$ cat config.mk
export PLATFORM = sky130hd
export DESIGN_NAME = rps_draw
export DESIGN_NICKNAME = d
export VERILOG_FILES = /design/src/hw/rtl/random_permutation_shuffler_assert.svh /design/src/hw/rtl/rps_pkg.sv /design/src/hw/rtl/rps_draw.sv
export SDC_FILE = /design/constraint.sdc
export NUM_CORES = 2
export LEC_CHECK = 0
export BUFFER_PORTS_ARGS = -buffer_cell sky130_fd_sc_hd__buf_4
export CORE_UTILIZATION = 60
export CTS_BUF_LIST = sky130_fd_sc_hd__clkbuf_2 sky130_fd_sc_hd__clkbuf_4 sky130_fd_sc_hd__clkbuf_8
export CTS_CLUSTER_SIZE = 12
export DETAILED_ROUTE_END_ITERATION = 10
export GPL_TIMING_DRIVEN = 0
export PLACE_DENSITY_LB_ADDON = 0.05
export SLEW_MARGIN = 10
export SYNTH_ARGS = -nofsm -noshare
export SYNTH_HDL_FRONTEND = slang
export SYNTH_SLANG_ARGS = --single-unit
$ cat constraint.sdc
create_clock -name i_clk -period 12.08 [get_ports i_clk]
set_clock_uncertainty 0.1 [all_clocks]
set_input_delay 1.208 -clock i_clk [delete_from_list [all_inputs] [get_ports i_clk]]
set_output_delay 1.208 -clock i_clk [all_outputs]
set_load 0.01 [all_outputs]
$ cat src/hw/rtl/random_permutation_shuffler_assert.svh
// Assertion helpers used by the shuffler RTL.
`ifndef RANDOM_PERMUTATION_SHUFFLER_ASSERT_SVH
`define RANDOM_PERMUTATION_SHUFFLER_ASSERT_SVH

// Same-cycle implication, disabled while reset is low.
`define RPS_ASSERT_SAME(label, clk, rst_n, pre, post) \
    label: assert property (@(posedge clk) disable iff (!(rst_n)) (pre) |-> (post)) \
        else $error("rps check failed: same-cycle implication");

// Next-cycle implication, disabled while reset is low.
`define RPS_ASSERT_NEXT(label, clk, rst_n, pre, post) \
    label: assert property (@(posedge clk) disable iff (!(rst_n)) (pre) |=> (post)) \
        else $error("rps check failed: next-cycle implication");

`endif

$ cat src/hw/rtl/rps_pkg.sv
`timescale 1ns / 1ps
package rps_pkg;

    localparam int unsigned COUNT_W = 17;
    localparam int unsigned INDEX_W = 16;
    localparam int unsigned VALUE_W = 16;
    localparam int unsigned GEN_W   = 64;

    // splitmix64 constants
    localparam logic [GEN_W-1:0] GOLDEN_GAMMA = 64'h9e37_79b9_7f4a_7c15;
    localparam logic [GEN_W-1:0] MIX_MUL_A    = 64'hbf58_476d_1ce4_e5b9;
    localparam logic [GEN_W-1:0] MIX_MUL_B    = 64'h94d0_49bb_1331_11eb;
    localparam int unsigned MIX_SHIFT_A   = 30;
    localparam int unsigned MIX_SHIFT_B   = 27;
    localparam int unsigned MIX_SHIFT_OUT = 31;

    // Commands
    localparam logic [1:0] CMD_INIT    = 2'd0;
    localparam logic [1:0] CMD_SHUFFLE = 2'd1;
    localparam logic [1:0] CMD_READ    = 2'd2;

    // Configuration register indexes
    localparam logic REG_ENTRY_COUNT = 1'b0;
    localparam logic REG_SEED        = 1'b1;

    localparam logic [COUNT_W-1:0] ENTRY_COUNT_RESET = 17'd65536;
    localparam logic [GEN_W-1:0]   SEED_RESET        = 64'd1;

    typedef struct packed {
        logic [1:0]         command;
        logic [INDEX_W-1:0] entry_index;
    } t_in_item;

    typedef struct packed {
        logic [VALUE_W-1:0] entry_value;
        logic               status;
    } t_out_item;

    // Sequencer -> draw unit
    typedef struct packed {
        logic start;  // draw next random value mod modulus
        logic load;   // load generator from seed
    } t_draw_ctl;

endpackage

$ cat src/hw/rtl/rps_draw.sv
`timescale 1ns / 1ps
module rps_draw #(
    parameter int unsigned NW = 17
) (
    input  logic                    i_clk,
    input  logic                    i_rst_n,
    input  rps_pkg::t_draw_ctl      i_ctl,
    input  logic [NW-1:0]           i_modulus,
    input  logic [63:0]             i_seed,
    output logic                    o_done,
    output logic [NW-1:0]           o_j
);
    import rps_pkg::*;

    localparam logic [2:0] D_IDLE = 3'd0;
    localparam logic [2:0] D_ADV  = 3'd1;
    localparam logic [2:0] D_PRE1 = 3'd2;
    localparam logic [2:0] D_MUL1 = 3'd3;
    localparam logic [2:0] D_PRE2 = 3'd4;
    localparam logic [2:0] D_MUL2 = 3'd5;
    localparam logic [2:0] D_FIN  = 3'd6;
    localparam logic [2:0] D_DIV  = 3'd7;

    logic [2:0]       r_state, n_state;
    logic [GEN_W-1:0] r_gen, n_gen;
    logic [GEN_W-1:0] r_z, n_z;
    logic [GEN_W-1:0] r_pp, n_pp;
    logic [GEN_W-1:0] r_acc, n_acc;
    logic [1:0]       r_cnt, n_cnt;
    logic [NW-1:0]    r_mod, n_mod;
    logic [NW-1:0]    r_rem, n_rem;
    logic [5:0]       r_bit, n_bit;
    logic             r_done, n_done;

    logic [GEN_W-1:0] w_const;
    logic [31:0]      w_mul_a, w_mul_b;
    logic [63:0]      w_prod;
    logic [NW:0]      w_trial;

    // 64x64 low product from three 32x32 partial products, one per cycle
    assign w_const = (r_state == D_MUL1) ? MIX_MUL_A : MIX_MUL_B;
    assign w_mul_a = (r_cnt == 2'd1) ? r_z[63:32] : r_z[31:0];
    assign w_mul_b = (r_cnt == 2'd2) ? w_const[63:32] : w_const[31:0];
    assign w_prod  = w_mul_a * w_mul_b;

    // restoring division, one quotient bit per cycle
    assign w_trial = {r_rem, r_z[63]};

    always_comb begin
        n_state = r_state;
        n_gen   = r_gen;
        n_z     = r_z;
        n_pp    = r_pp;
        n_acc   = r_acc;
        n_cnt   = r_cnt;
        n_mod   = r_mod;
        n_rem   = r_rem;
        n_bit   = r_bit;
        n_done  = 1'b0;
        unique case (r_state)
            D_IDLE: begin
                if (i_ctl.load) begin
                    n_gen = i_seed ^ GOLDEN_GAMMA;
                end
                if (i_ctl.start) begin
                    n_mod   = i_modulus;
                    n_state = D_ADV;
                end
            end
            D_ADV: begin
                n_gen   = r_gen + GOLDEN_GAMMA;
                n_state = D_PRE1;
            end
            D_PRE1: begin
                n_z     = r_gen ^ (r_gen >> MIX_SHIFT_A);
                n_cnt   = 2'd0;
                n_state = D_MUL1;
            end
            D_MUL1, D_MUL2: begin
                n_cnt = r_cnt + 2'd1;
                case (r_cnt)
                    2'd0: n_pp = w_prod;
                    2'd1: begin
                        n_acc = r_pp;
                        n_pp  = {w_prod[31:0], 32'd0};
                    end
                    2'd2: begin
                        n_acc = r_acc + r_pp;
                        n_pp  = {w_prod[31:0], 32'd0};
                    end
                    default: begin
                        n_acc   = r_acc + r_pp;
                        n_state = (r_state == D_MUL1) ? D_PRE2 : D_FIN;
                    end
                endcase
            end
            D_PRE2: begin
                n_z     = r_acc ^ (r_acc >> MIX_SHIFT_B);
                n_cnt   = 2'd0;
                n_state = D_MUL2;
            end
            D_FIN: begin
                n_z     = r_acc ^ (r_acc >> MIX_SHIFT_OUT);
                n_rem   = '0;
                n_bit   = 6'd63;
                n_state = D_DIV;
            end
            D_DIV: begin
                if (w_trial >= {1'b0, r_mod}) begin
                    n_rem = NW'(w_trial - {1'b0, r_mod});
                end else begin
                    n_rem = w_trial[NW-1:0];
                end
                n_z   = {r_z[62:0], 1'b0};
                n_bit = r_bit - 6'd1;
                if (r_bit == 6'd0) begin
                    n_done  = 1'b1;
                    n_state = D_IDLE;
                end
            end
            default: n_state = D_IDLE;
        endcase
    end

    always_ff @(posedge i_clk) begin
        if (!i_rst_n) begin
            r_state <= D_IDLE;
            r_gen   <= '0;
            r_done  <= 1'b0;
        end else begin
            r_state <= n_state;
            r_gen   <= n_gen;
            r_done  <= n_done;
        end
        r_z   <= n_z;
        r_pp  <= n_pp;
        r_acc <= n_acc;
        r_cnt <= n_cnt;
        r_mod <= n_mod;
        r_rem <= n_rem;
        r_bit <= n_bit;
    end

    assign o_done = r_done;
    assign o_j    = r_rem;

endmodule
==> metrics.yaml <==
synth:
  ys_async_sr_fraction_pct: 0
  synthMuxAreaShare_pct: 1.27
  netlist_area_um2: 50300
  synth_fa_ha_area_share_pct: 43.1
  synth-xor-area-share_pct: 3.19
  yosysWarnings: 0
  yosysSeqAreaShare_pct: 16.7
  synth_area_leaders: "fa_1 (32%), edfxtp_1 (14%), ha_1 (11%)"
  synth-edff-count: 234
  synth_compound_area_share_pct: 13.4
  avgSynthCellArea_um2: 9.07
  ys_types: 88
  yosys.area_share.simple_pct: 12.0
  synth-seq-cells: 302
  synthesis.nets: 6872
  yosysTopAreaCellShare_pct: 32.2
  syn_inst: 5539
  synth_ff_type: "edfxtp_1"
  yosys.area.top_type: "fa_1"
  synth_top_family_by_area: "adder cells"
sta:
  fmax_mhz: 83.1
  period_share_pct: 99.6
  hold_viol: 0
  slew_headroom_pct: 3.72
  slew_viol_final: 0
  setup_violations: 0
  tightestPinTransition_ns: 1.44
  rsz0062_at_grt: "false"
  timing.final.ws_setup_ns: 0.0449
  fin_crit_ns: 12.04
global_routing:
  grt_max_degree: 37
  grt_pass1_vias: 42500
  gr-total-overflow: 0
  track_usage_pct: 44.5
  grt_pass1_wl_um: 274000
  antenna_found_initial: 10
finish:
  mostFrequentLayoutCell: "inv_1"
  fin_area_um2: 53800
  drive_gt1_share_pct: 5.44
  fin_nets: 7040
  final_cell_mix: "inv_1 (1121), fa_1 (808), nand2_1 (457), ha_1 (439), nor2_1 (356)"
  syn_to_final_growth_pct: 7.00
clocking:
  clock_latency_ns: 0.76
  hold_buffers: 0
  clockBufferDepth: 3
  cts_setup_buffers: 0
  root_buffer: "clkbuf_8"
  cts_tree: "built"
  cts_buffers: 56
  clock-sinks: 302
  htree_levels: 2
  path_clk_slew_ns: 0.07
setup_path:
  start_kind: "flip-flop"
  crit_arrival_ns: 12.40
  setup.worst_path.class: "flip-flop to flip-flop"
  cp.required_ns: 12.45
  slowest_delay_ns: 0.77
  critPathMaxFanout: 15
  cp_slowest_cell: "clkbuf_1"
  crit_top_cell: "fa_1"
  critical_path.endpoint_type: "flip-flop"
flow_run:
  cap_violations: 0
detailed_routing:
  vias: 42600
  drt_iter0_drc: 5229
  wire_per_inst_um: 27.3
  dr.pass1.iters: 11
  avgViaCountPerCell: 6.23
  antenna_left: 0
  drc_errors: 0
  drt-total-wl_um: 187000
floorplanning:
  rows: 105
  ioPinCount: 103
  fp.dieH_um: 291
  core_area_um2: 82500
  die_area_um2: 84900
  die_w_um: 291
  start_util_pct: 60.9
placed_design:
  finalWeightedCongestion: 1.07
  io_buffers: 102
  dpl_worst_slack_ns: -1.58
  hpwl_um: 156000
  place_area_um2: 52600
hold_path:
  hold_class: "flip-flop to flip-flop"
run_status:
  status: "complete, no violations"
-- registers in the layout, summed over array words and instances (netlist names) --
register and count:
r_acc 64, r_bit 6, r_cnt 2, o_done 1, r_pp 64, r_gen 64, r_state 3, o_j 17
r_z 64, r_mod 17
-- layout make-up --
| cell class | count | area, µm² |
|---|---|---|
| clock inverters | 34 | 260 |
| plain buffers | 241 | 937 |
| well taps | 1070 | 1340 |
| clock buffers | 71 | 883 |
| diodes | 9 | 22.5 |
| fillers | 7068 | 28700 |
| inverters | 1127 | 4230 |
| flip-flops and latches | 302 | 8390 |
| repair buffers | 112 | 941 |
| multi-input cells | 3867 | 36800 |
-- repair_timing --
item / in CTS / in global routing
gates resized for setup: 13 / 14
gates cloned: 0 / 0
setup endpoints to repair: 43 / 19
-- path summary, 6_finish.rpt --
check | slack (ns) | end | cells past startpoint | startpoint
hold / removal | 0.43 | r_z[24] | 1 | r_z[23]
hold reg to reg | 0.43 | r_z[24] | 1 | r_z[23]
setup / recovery | 0.04 | r_pp[59] | 32 | r_cnt[0]
setup reg to reg | 0.04 | r_pp[59] | 32 | r_cnt[0]
-- critical path, delay by kind of cell, from the launching register on --
family | cells | cell delay [ns]
flip-flops | 1 | 0.41
XOR/XNOR | 1 | 0.19
AND/OR/NAND/NOR | 4 | 1.22
adder cells (fa/ha/maj) | 11 | 5.28
AO/OA/AOI/OAI | 5 | 1.34
buffers and inverters | 11 | 3.15
-- kinds of logic (layout without fill, tap and decap cells) --
kind of cell	Yosys count	count (layout)
AO/OA/AOI/OAI	1070	1070
AND/OR/NAND/NOR	1306	1306
adder cells (fa/ha/maj)	1248	1248
XOR/XNOR	183	183
flip-flops	302	302
buffers and inverters	1370	1585
other	0	9
multiplexers	60	60
-- synth_stat cells, types with 50 or more instances --
library cell,instances
a22oi_1,66
nor3_1,74
ha_1,440
a21oi_1,303
nand3_1,50
dfxtp_1,68
xnor2_1,117
fa_1,808
nand2_1,458
nand2b_1,101
clkbuf_1,206
o21ai_0,295
and2_1,80
xor2_1,66
a21o_1,77
inv_1,1121
edfxtp_1,234
nor2_1,359
-- layer usage --
layer,wire [µm],global-route usage [%],share of wire (%)
met2,78700,65.0,42
met4,13500,26.2,7.3
met1,71000,60.0,38
met5,0,0,0
met3,23400,11.5,13
-- through the flow --
step | setup TNS (ns) | hold slack [ns] | util [%] | std cells
finish | 0 | 0.434 | 65.2 | 6833
global route | 0 | 0.458 | 65.2 | 6829
CTS | 0 | 0.418 | 65.1 | 6826
detailed placement | -30.40 | 0.441 | 63.7 | 6721
global placement | -28.87 | 0.447 | 63.5 | 6711
floorplan | 0 | 0.382 | - | 5539
Power is left out: the tool's default activity adds up to more than one toggle a clock period on the data nets, which glitch-free logic cannot reach.
